==> src/tcca_pkg.sv <==
// Types and constants for the two-class capacity arbiter.
package tcca_pkg;

	localparam int WAIT_COUNT_BITS = 16;
	localparam int WAIT_CMP_BITS   = (WAIT_COUNT_BITS > 8) ? WAIT_COUNT_BITS : 8;
	localparam int WAIT_RPT_BITS   = (WAIT_COUNT_BITS > 16) ? WAIT_COUNT_BITS : 16;

	localparam logic [7:0] CAPACITY_RESET = 8'd4;

	typedef logic [WAIT_COUNT_BITS-1:0] wait_cnt_t;

	localparam wait_cnt_t WAIT_MAX = {WAIT_COUNT_BITS{1'b1}};

	typedef enum logic {
		OP_ARRIVE = 1'b0,
		OP_DEPART = 1'b1
	} opcode_t;

	typedef enum logic [1:0] {
		HOLD_NONE = 2'd0,
		HOLD_A    = 2'd1,
		HOLD_B    = 2'd2
	} hold_t;

	typedef enum logic [1:0] {
		STATUS_OK         = 2'd0,
		STATUS_EMPTY_DEP  = 2'd1,
		STATUS_WAIT_FULL  = 2'd2
	} status_t;

	localparam logic CLASS_A = 1'b0;
	localparam logic CLASS_B = 1'b1;

	typedef struct packed {
		logic opcode;
		logic requester_class;
	} req_t;

	typedef struct packed {
		logic valid;
		req_t req;
	} ev_t;

	typedef struct packed {
		logic        admitted;
		logic [7:0]  released_count;
		logic        released_class;
		logic [1:0]  active_class;
		logic [7:0]  occupancy;
		logic [15:0] waiting_a_count;
		logic [15:0] waiting_b_count;
		logic [1:0]  status;
	} rsp_t;

endpackage

==> src/two_class_capacity_arbiter.sv <==
// Top level of the two-class capacity arbiter.
//
// Arbitrates a shared resource of configurable capacity between two classes
// of users, only one class holding it at a time. Each request is either an
// arrival of class A or B, or the departure of one holder, and yields exactly
// one result: whether the arrival was admitted, how many waiters the event
// released and of which class, the class now holding, the holder count and
// both waiting counts, plus a status (departure while empty, or a waiting
// counter already full, in which case the arrival is dropped). When the last
// holder leaves, a batch of up to capacity waiters is released, alternating
// classes when both wait; when a place frees with holders remaining, one
// waiter of the holding class takes it at once. One request is accepted per
// clock cycle while the output is not stalled; the result passes through the
// input register, then the result register. The rate is set by the state
// update: holder count and waiting counters are read, modified and written
// back within the same cycle through the event logic. A stalled output holds
// its result while the input register still takes one more request. Capacity
// resets to 4 and is written through cfg_wr_en / cfg_wr_data; write it only
// while no request is in flight. After reset there is no clearing pass.
module two_class_capacity_arbiter
	import tcca_pkg::*;
(
	input  logic        clk,
	input  logic        arst_n,
	input  logic        cfg_wr_en,
	input  logic [7:0]  cfg_wr_data,
	input  logic        in_valid,
	output logic        in_ready,
	input  logic        opcode,
	input  logic        requester_class,
	output logic        out_valid,
	input  logic        out_ready,
	output logic        admitted,
	output logic [7:0]  released_count,
	output logic        released_class,
	output logic [1:0]  active_class,
	output logic [7:0]  occupancy,
	output logic [15:0] waiting_a_count,
	output logic [15:0] waiting_b_count,
	output logic [1:0]  status
);

	ev_t  ev_s1;
	rsp_t rsp_next;
	rsp_t rsp_q;
	logic advance;

	// Advance the held request when the result register is free or being drained.
	assign advance = ev_s1.valid && (!out_valid || out_ready);

	tcca_in_reg u_in_reg (
		.clk             (clk),
		.arst_n          (arst_n),
		.in_valid        (in_valid),
		.in_ready        (in_ready),
		.opcode          (opcode),
		.requester_class (requester_class),
		.advance         (advance),
		.ev_s1           (ev_s1)
	);

	// Update arbitration state and form the result in the same cycle.
	tcca_engine u_engine (
		.clk         (clk),
		.arst_n      (arst_n),
		.cfg_wr_en   (cfg_wr_en),
		.cfg_wr_data (cfg_wr_data),
		.ev_s1       (ev_s1),
		.advance     (advance),
		.rsp_next    (rsp_next)
	);

	tcca_out_reg u_out_reg (
		.clk       (clk),
		.arst_n    (arst_n),
		.advance   (advance),
		.rsp_next  (rsp_next),
		.out_ready (out_ready),
		.out_valid (out_valid),
		.rsp_q     (rsp_q)
	);

	assign admitted        = rsp_q.admitted;
	assign released_count  = rsp_q.released_count;
	assign released_class  = rsp_q.released_class;
	assign active_class    = rsp_q.active_class;
	assign occupancy       = rsp_q.occupancy;
	assign waiting_a_count = rsp_q.waiting_a_count;
	assign waiting_b_count = rsp_q.waiting_b_count;
	assign status          = rsp_q.status;

endmodule

==> src/tcca_in_reg.sv <==
// Input request register of the two-class capacity arbiter.
module tcca_in_reg
	import tcca_pkg::*;
(
	input  logic clk,
	input  logic arst_n,
	input  logic in_valid,
	output logic in_ready,
	input  logic opcode,
	input  logic requester_class,
	input  logic advance,
	output ev_t  ev_s1
);

	logic valid_s1;
	req_t req_s1;

	assign in_ready = !valid_s1 || advance;

	always_ff @(posedge clk or negedge arst_n) begin
		if (!arst_n) begin
			valid_s1 <= 1'b0;
		end else begin
			valid_s1 <= (in_valid && in_ready) || (valid_s1 && !advance);
		end
	end

	// Payload: load on accept, hold otherwise.
	always_ff @(posedge clk) begin
		if (in_valid && in_ready) begin
			req_s1.opcode          <= opcode;
			req_s1.requester_class <= requester_class;
		end
	end

	assign ev_s1.valid = valid_s1;
	assign ev_s1.req   = req_s1;

endmodule

==> src/tcca_engine.sv <==
// Arbitration state and its combinational event update, registered on advance.
module tcca_engine
	import tcca_pkg::*;
(
	input  logic       clk,
	input  logic       arst_n,
	input  logic       cfg_wr_en,
	input  logic [7:0] cfg_wr_data,
	input  ev_t        ev_s1,
	input  logic       advance,
	output rsp_t       rsp_next
);

	logic [7:0] capacity_q;
	hold_t      hold_q, hold_n;
	logic       last_batch_q, last_batch_n;
	logic [7:0] holders_q, holders_n;
	wait_cnt_t  wait_a_q, wait_a_n;
	wait_cnt_t  wait_b_q, wait_b_n;

	always_ff @(posedge clk or negedge arst_n) begin
		if (!arst_n) begin
			capacity_q <= CAPACITY_RESET;
		end else if (cfg_wr_en) begin
			capacity_q <= cfg_wr_data;
		end
	end

	always_ff @(posedge clk or negedge arst_n) begin
		if (!arst_n) begin
			hold_q       <= HOLD_NONE;
			last_batch_q <= CLASS_B;
			holders_q    <= '0;
			wait_a_q     <= '0;
			wait_b_q     <= '0;
		end else if (advance) begin
			hold_q       <= hold_n;
			last_batch_q <= last_batch_n;
			holders_q    <= holders_n;
			wait_a_q     <= wait_a_n;
			wait_b_q     <= wait_b_n;
		end
	end

	// Event decode
	logic                     arr_is_b;
	hold_t                    arr_hold;
	wait_cnt_t                arr_wait;
	logic                     class_ok;
	logic                     has_room;
	logic [7:0]               holders_dec;
	logic                     batch_b;
	wait_cnt_t                batch_wait;
	logic [WAIT_CMP_BITS-1:0] cap_ext;
	logic [WAIT_CMP_BITS-1:0] batch_wait_ext;
	logic [7:0]               batch_n;
	wait_cnt_t                single_wait;
	logic                     admitted;
	logic [7:0]               rel_count;
	logic                     rel_class;
	status_t                  status;
	logic [WAIT_RPT_BITS-1:0] wa_rpt;
	logic [WAIT_RPT_BITS-1:0] wb_rpt;

	always_comb begin
		arr_is_b    = ev_s1.req.requester_class;
		arr_hold    = arr_is_b ? HOLD_B : HOLD_A;
		arr_wait    = arr_is_b ? wait_b_q : wait_a_q;
		class_ok    = (hold_q == HOLD_NONE) || (hold_q == arr_hold);
		has_room    = holders_q < capacity_q;
		holders_dec = holders_q - 8'd1;

		// Batch class: alternate when both wait, else whichever waits.
		if (wait_a_q != '0 && wait_b_q != '0) begin
			batch_b = (last_batch_q == CLASS_A);
		end else begin
			batch_b = (wait_a_q == '0);
		end
		batch_wait     = batch_b ? wait_b_q : wait_a_q;
		cap_ext        = WAIT_CMP_BITS'(capacity_q);
		batch_wait_ext = WAIT_CMP_BITS'(batch_wait);
		batch_n        = (cap_ext > batch_wait_ext) ? batch_wait_ext[7:0] : capacity_q;

		single_wait = (hold_q == HOLD_B) ? wait_b_q : wait_a_q;
	end

	always_comb begin
		hold_n       = hold_q;
		last_batch_n = last_batch_q;
		holders_n    = holders_q;
		wait_a_n     = wait_a_q;
		wait_b_n     = wait_b_q;
		admitted     = 1'b0;
		rel_count    = '0;
		rel_class    = CLASS_A;
		status       = STATUS_OK;

		unique case (opcode_t'(ev_s1.req.opcode))
			OP_ARRIVE: begin
				if (class_ok && has_room && arr_wait == '0) begin
					if (hold_q == HOLD_NONE) begin
						hold_n = arr_hold;
					end
					holders_n = holders_q + 8'd1;
					admitted  = 1'b1;
				end else if (arr_wait == WAIT_MAX) begin
					status = STATUS_WAIT_FULL;
				end else if (arr_is_b) begin
					wait_b_n = wait_b_q + wait_cnt_t'(1);
				end else begin
					wait_a_n = wait_a_q + wait_cnt_t'(1);
				end
			end
			OP_DEPART: begin
				if (holders_q == '0) begin
					status = STATUS_EMPTY_DEP;
				end else if (holders_dec == '0) begin
					hold_n    = HOLD_NONE;
					holders_n = '0;
					if (wait_a_q != '0 || wait_b_q != '0) begin
						hold_n       = batch_b ? HOLD_B : HOLD_A;
						last_batch_n = batch_b;
						holders_n    = batch_n;
						rel_count    = batch_n;
						rel_class    = (batch_n != '0) ? batch_b : CLASS_A;
						if (batch_b) begin
							wait_b_n = wait_b_q - WAIT_COUNT_BITS'(batch_n);
						end else begin
							wait_a_n = wait_a_q - WAIT_COUNT_BITS'(batch_n);
						end
					end
				end else begin
					holders_n = holders_dec;
					if (holders_dec < capacity_q && (hold_q == HOLD_A || hold_q == HOLD_B)
					    && single_wait != '0) begin
						// Hand the freed place straight to one waiter.
						holders_n = holders_q;
						rel_count = 8'd1;
						rel_class = (hold_q == HOLD_B);
						if (hold_q == HOLD_B) begin
							wait_b_n = wait_b_q - wait_cnt_t'(1);
						end else begin
							wait_a_n = wait_a_q - wait_cnt_t'(1);
						end
					end
				end
			end
			default: begin
				status = STATUS_OK;
			end
		endcase

		wa_rpt = WAIT_RPT_BITS'(wait_a_n);
		wb_rpt = WAIT_RPT_BITS'(wait_b_n);

		rsp_next.admitted        = admitted;
		rsp_next.released_count  = rel_count;
		rsp_next.released_class  = rel_class;
		rsp_next.active_class    = hold_n;
		rsp_next.occupancy       = holders_n;
		rsp_next.waiting_a_count = wa_rpt[15:0];
		rsp_next.waiting_b_count = wb_rpt[15:0];
		rsp_next.status          = status;
	end

endmodule

==> src/tcca_out_reg.sv <==
// Result register of the two-class capacity arbiter.
module tcca_out_reg
	import tcca_pkg::*;
(
	input  logic clk,
	input  logic arst_n,
	input  logic advance,
	input  rsp_t rsp_next,
	input  logic out_ready,
	output logic out_valid,
	output rsp_t rsp_q
);

	always_ff @(posedge clk or negedge arst_n) begin
		if (!arst_n) begin
			out_valid <= 1'b0;
		end else if (advance) begin
			out_valid <= 1'b1;
		end else if (out_ready) begin
			out_valid <= 1'b0;
		end
	end

	always_ff @(posedge clk) begin
		if (advance) begin
			rsp_q <= rsp_next;
		end
	end

endmodule

==> config.mk <==
export PLATFORM = sky130hd
export DESIGN_NAME = two_class_capacity_arbiter
export DESIGN_NICKNAME = d
export VERILOG_FILES = /design/src/tcca_pkg.sv /design/src/two_class_capacity_arbiter.sv /design/src/tcca_in_reg.sv /design/src/tcca_engine.sv /design/src/tcca_out_reg.sv
export SDC_FILE = /design/constraint.sdc
export NUM_CORES = 1
export LEC_CHECK = 0
export ABC_AREA = 0
export BUFFER_PORTS_ARGS = -buffer_cell sky130_fd_sc_hd__buf_2
export CAP_MARGIN = 10
export CORE_UTILIZATION = 55
export CTS_BUF_LIST = sky130_fd_sc_hd__clkbuf_16
export DETAILED_ROUTE_END_ITERATION = 8
export PLACE_DENSITY = 0.84
export SLEW_MARGIN = 20
export SYNTH_ARGS = -nofsm -noshare
export SYNTH_HDL_FRONTEND = slang
export SYNTH_SLANG_ARGS = --single-unit
export TNS_END_PERCENT = 100
==> constraint.sdc <==
create_clock -name clk -period 9 [get_ports clk]
set_input_delay 1.8 -clock clk [delete_from_list [all_inputs] [get_ports clk]]
set_output_delay 1.8 -clock clk [all_outputs]
set_load 0.01 [all_outputs]
==> results.json <==
{
  "ir_drop_mv": 0.101,
  "grt_usage_pct": 30.2,
  "fmax_mhz": 134,
  "rsz0062_at_grt": "false",
  "drt_first_pass_iters": 5,
  "crit_type": "flip-flop to flip-flop",
  "clock_sinks": 109,
  "mostFrequentLayoutCells": "nor2_1, nand2_1, buf_2",
  "final_antenna_net_count": 0,
  "avgRoutedWirePerCell_um": 19.5,
  "regArea_um2": 3010,
  "drive_above_1_share_pct": 15.4,
  "endpoint_kind": "flip-flop",
  "synth_fp_nets": 946,
  "synth_cell_types": 80,
  "worstSkewPairLatency_ns": 0.37,
  "drv_cap": 0,
  "fp.dieW_um": 122,
  "holdBufCountCts": 0,
  "tns_ns": 0,
  "multi_input_area_um2": 4530,
  "maxSlewHeadroom_pct": 36.6,
  "p_leak_nw": 3.56,
  "p_per_area_nw_per_um2": 177,
  "period_share_pct": 83.0,
  "grt_pass1_wl_um": 34500,
  "syn-cell-area_um2": 7940,
  "diodes": 0,
  "wl_um": 21900,
  "hold_path.class": "flip-flop to flip-flop",
  "num_rows": 43,
  "cp_slowest_cell": "o221a_1",
  "max_stage_delay_ns": 0.75,
  "cts_root_buffer": "clkbuf_16",
  "post_cts_resized": 0,
  "placed_cell_area_um2": 8390,
  "final_nets": 988,
  "ys_top_cells_by_area": "edfxtp_1, dfrtp_1, ha_1",
  "start_util_pct": 56.8,
  "synth_ff_type": "edfxtp_1",
  "yosys_warnings": 0,
  "clk_pin_slew_ns": 0.08,
  "grt_pass1_vias": 6645,
  "syn_to_final_growth_pct": 9.43,
  "yosys.area.top_type_share_pct": 21.2,
  "fin_worst_skew_ns": 0.0111,
  "hold_viol_final": 0,
  "cpLargestDelayFamily": "compound AO/OA/AOI/OAI gates",
  "clockBufferDepth": 2,
  "drtIter0Drc": 865,
  "synth_seq_cells": 109,
  "synth_edf_count": 56,
  "crit_buf_inv": 4,
  "dp.final_hpwl_um": 15500,
  "syn_inst": 897,
  "arrival_ns": 7.58,
  "layout_commonest_cell": "nor2_1",
  "portBuffers": 70,
  "critPathMaxFanout": 16,
  "fillers": 1230,
  "htreeDepth": 3,
  "antenna_found_initial": 0,
  "ys_seq_area_share_pct": 37.9,
  "outcome": "finished, final reports clean",
  "synth_largest_area_cell": "edfxtp_1",
  "coreArea_um2": 14000,
  "syn_avg_cell_area_um2": 8.86,
  "grt_max_degree": 79,
  "cts_tree": "built",
  "finalCriticalPeriod_ns": 7.47,
  "worst_pin_slew_ns": 0.924,
  "die-area_um2": 14900,
  "gr-total-overflow": 0,
  "gpl.final_weighted_congestion": 0.977,
  "crit_required_ns": 9.11,
  "finalPower_mw": 1.53,
  "io_pins": 71,
  "setup_viol": 0,
  "vias_per_cell": 6.58,
  "critPathLaunchType": "flip-flop",
  "cts_setup_buffers": 0,
  "async_reset_ff_share_pct": 48.6,
  "die_y_um": 122,
  "slew_violations": 0,
  "vias": 7396,
  "drc": 0,
  "final_area_um2": 8690,
  "cts_made_buffers": 9
}
==> path summary, 6_finish.rpt <==
check	startpoint	to	slack, ns	cells after the start
max in group asynchronous	arst_n	u_engine.wait_a_q[4]$_DFFE_PN0P_	6.94	2
max reg2reg	u_engine.wait_a_q[1]$_DFFE_PN0P_	u_out_reg.rsp_q[33]$_DFFE_PP_	1.53	28
min reg2reg	u_in_reg.valid_s1$_DFF_PN0_	u_out_reg.out_valid$_DFFE_PN0P_	0.53	1
min	u_in_reg.valid_s1$_DFF_PN0_	u_out_reg.out_valid$_DFFE_PN0P_	0.53	1
min in group asynchronous	arst_n	u_engine.wait_b_q[12]$_DFFE_PN0P_	1.58	2
max	u_engine.wait_a_q[1]$_DFFE_PN0P_	u_out_reg.rsp_q[33]$_DFFE_PP_	1.53	28
==> Yosys cell counts, types with 22 or more instances <==
| cell | instances |
|---|---|
| nor3_1 | 30 |
| o21ai_0 | 51 |
| nand2_1 | 89 |
| xnor2_1 | 39 |
| inv_1 | 46 |
| edfxtp_1 | 56 |
| nor2_1 | 92 |
| nand3_1 | 29 |
| clkbuf_1 | 38 |
| nand4_1 | 22 |
| ha_1 | 34 |
| dfrtp_1 | 51 |
| a21oi_1 | 38 |
==> area by class of cell <==
cell class                      instances  share of cell area, %
Clock buffer                            9                   2.59
Clock inverter                          7                  0.849
Inverter                               49                   2.13
Multi-Input combinational cell        687                   52.1
Sequential cell                       109                   34.6
Tap cell                              180                   2.59
Timing Repair Buffer                   83                   5.15
==> metal layers <==
layer	up-vias	part of all wire (%)	routed length, um	GRT usage [%]
met5	-	0	0	0
met2	469	45	9790	46.5
met1	3472	42	9140	41.2
met3	86	9.2	2000	4.96
met4	0	4.3	938	15.2
li1	3369	-	-	-
==> kinds of logic (layout without fill, tap and decap cells) <==
group                    count (synthesis)  count (layout)  share of synthesized area [%]
adder cells (fa/ha/maj)                 37              37                           5.78
multiplexers                            35              35                           4.84
XOR/XNOR                                60              60                           6.62
buffers and inverters                  101             148                           5.20
flip-flops                             109             109                           37.9
AO/OA/AOI/OAI                          212             212                           18.3
AND/OR/NAND/NOR                        343             343                           21.4
==> state kept, by name, summed over array words and instances, names as in the netlist <==
signal                 flops
u_out_reg.rsp_q           54
u_engine.wait_a_q         16
u_engine.wait_b_q         16
u_engine.capacity_q        8
u_engine.holders_q         8
u_engine.hold_q            2
u_in_reg.ev_s1             2
u_engine.last_batch_q      1
u_in_reg.valid_s1          1
u_out_reg.out_valid        1
==> metrics by stage <==
step	setup slack, ns	std cells	hold WS (ns)	util (%)
6_report	1.53	1124	0.525	62.1
3_3_place_gp	1.65	1108	0.468	60.0
2_1_floorplan	2.58	897	0.457	-
3_5_place_dp	1.38	1108	0.491	60.0
5_1_grt	1.01	1124	0.546	62.1
4_1_cts	1.38	1124	0.518	62.1
==> power by group <==
part           internal, mW  switching (mW)  total (mW)
Clock                 0.217           0.192       0.409
Combinational         0.184           0.297       0.481
Sequential            0.580          0.0655       0.645
Total                 0.980           0.554        1.53
Power figures use the tool's default switching activity.
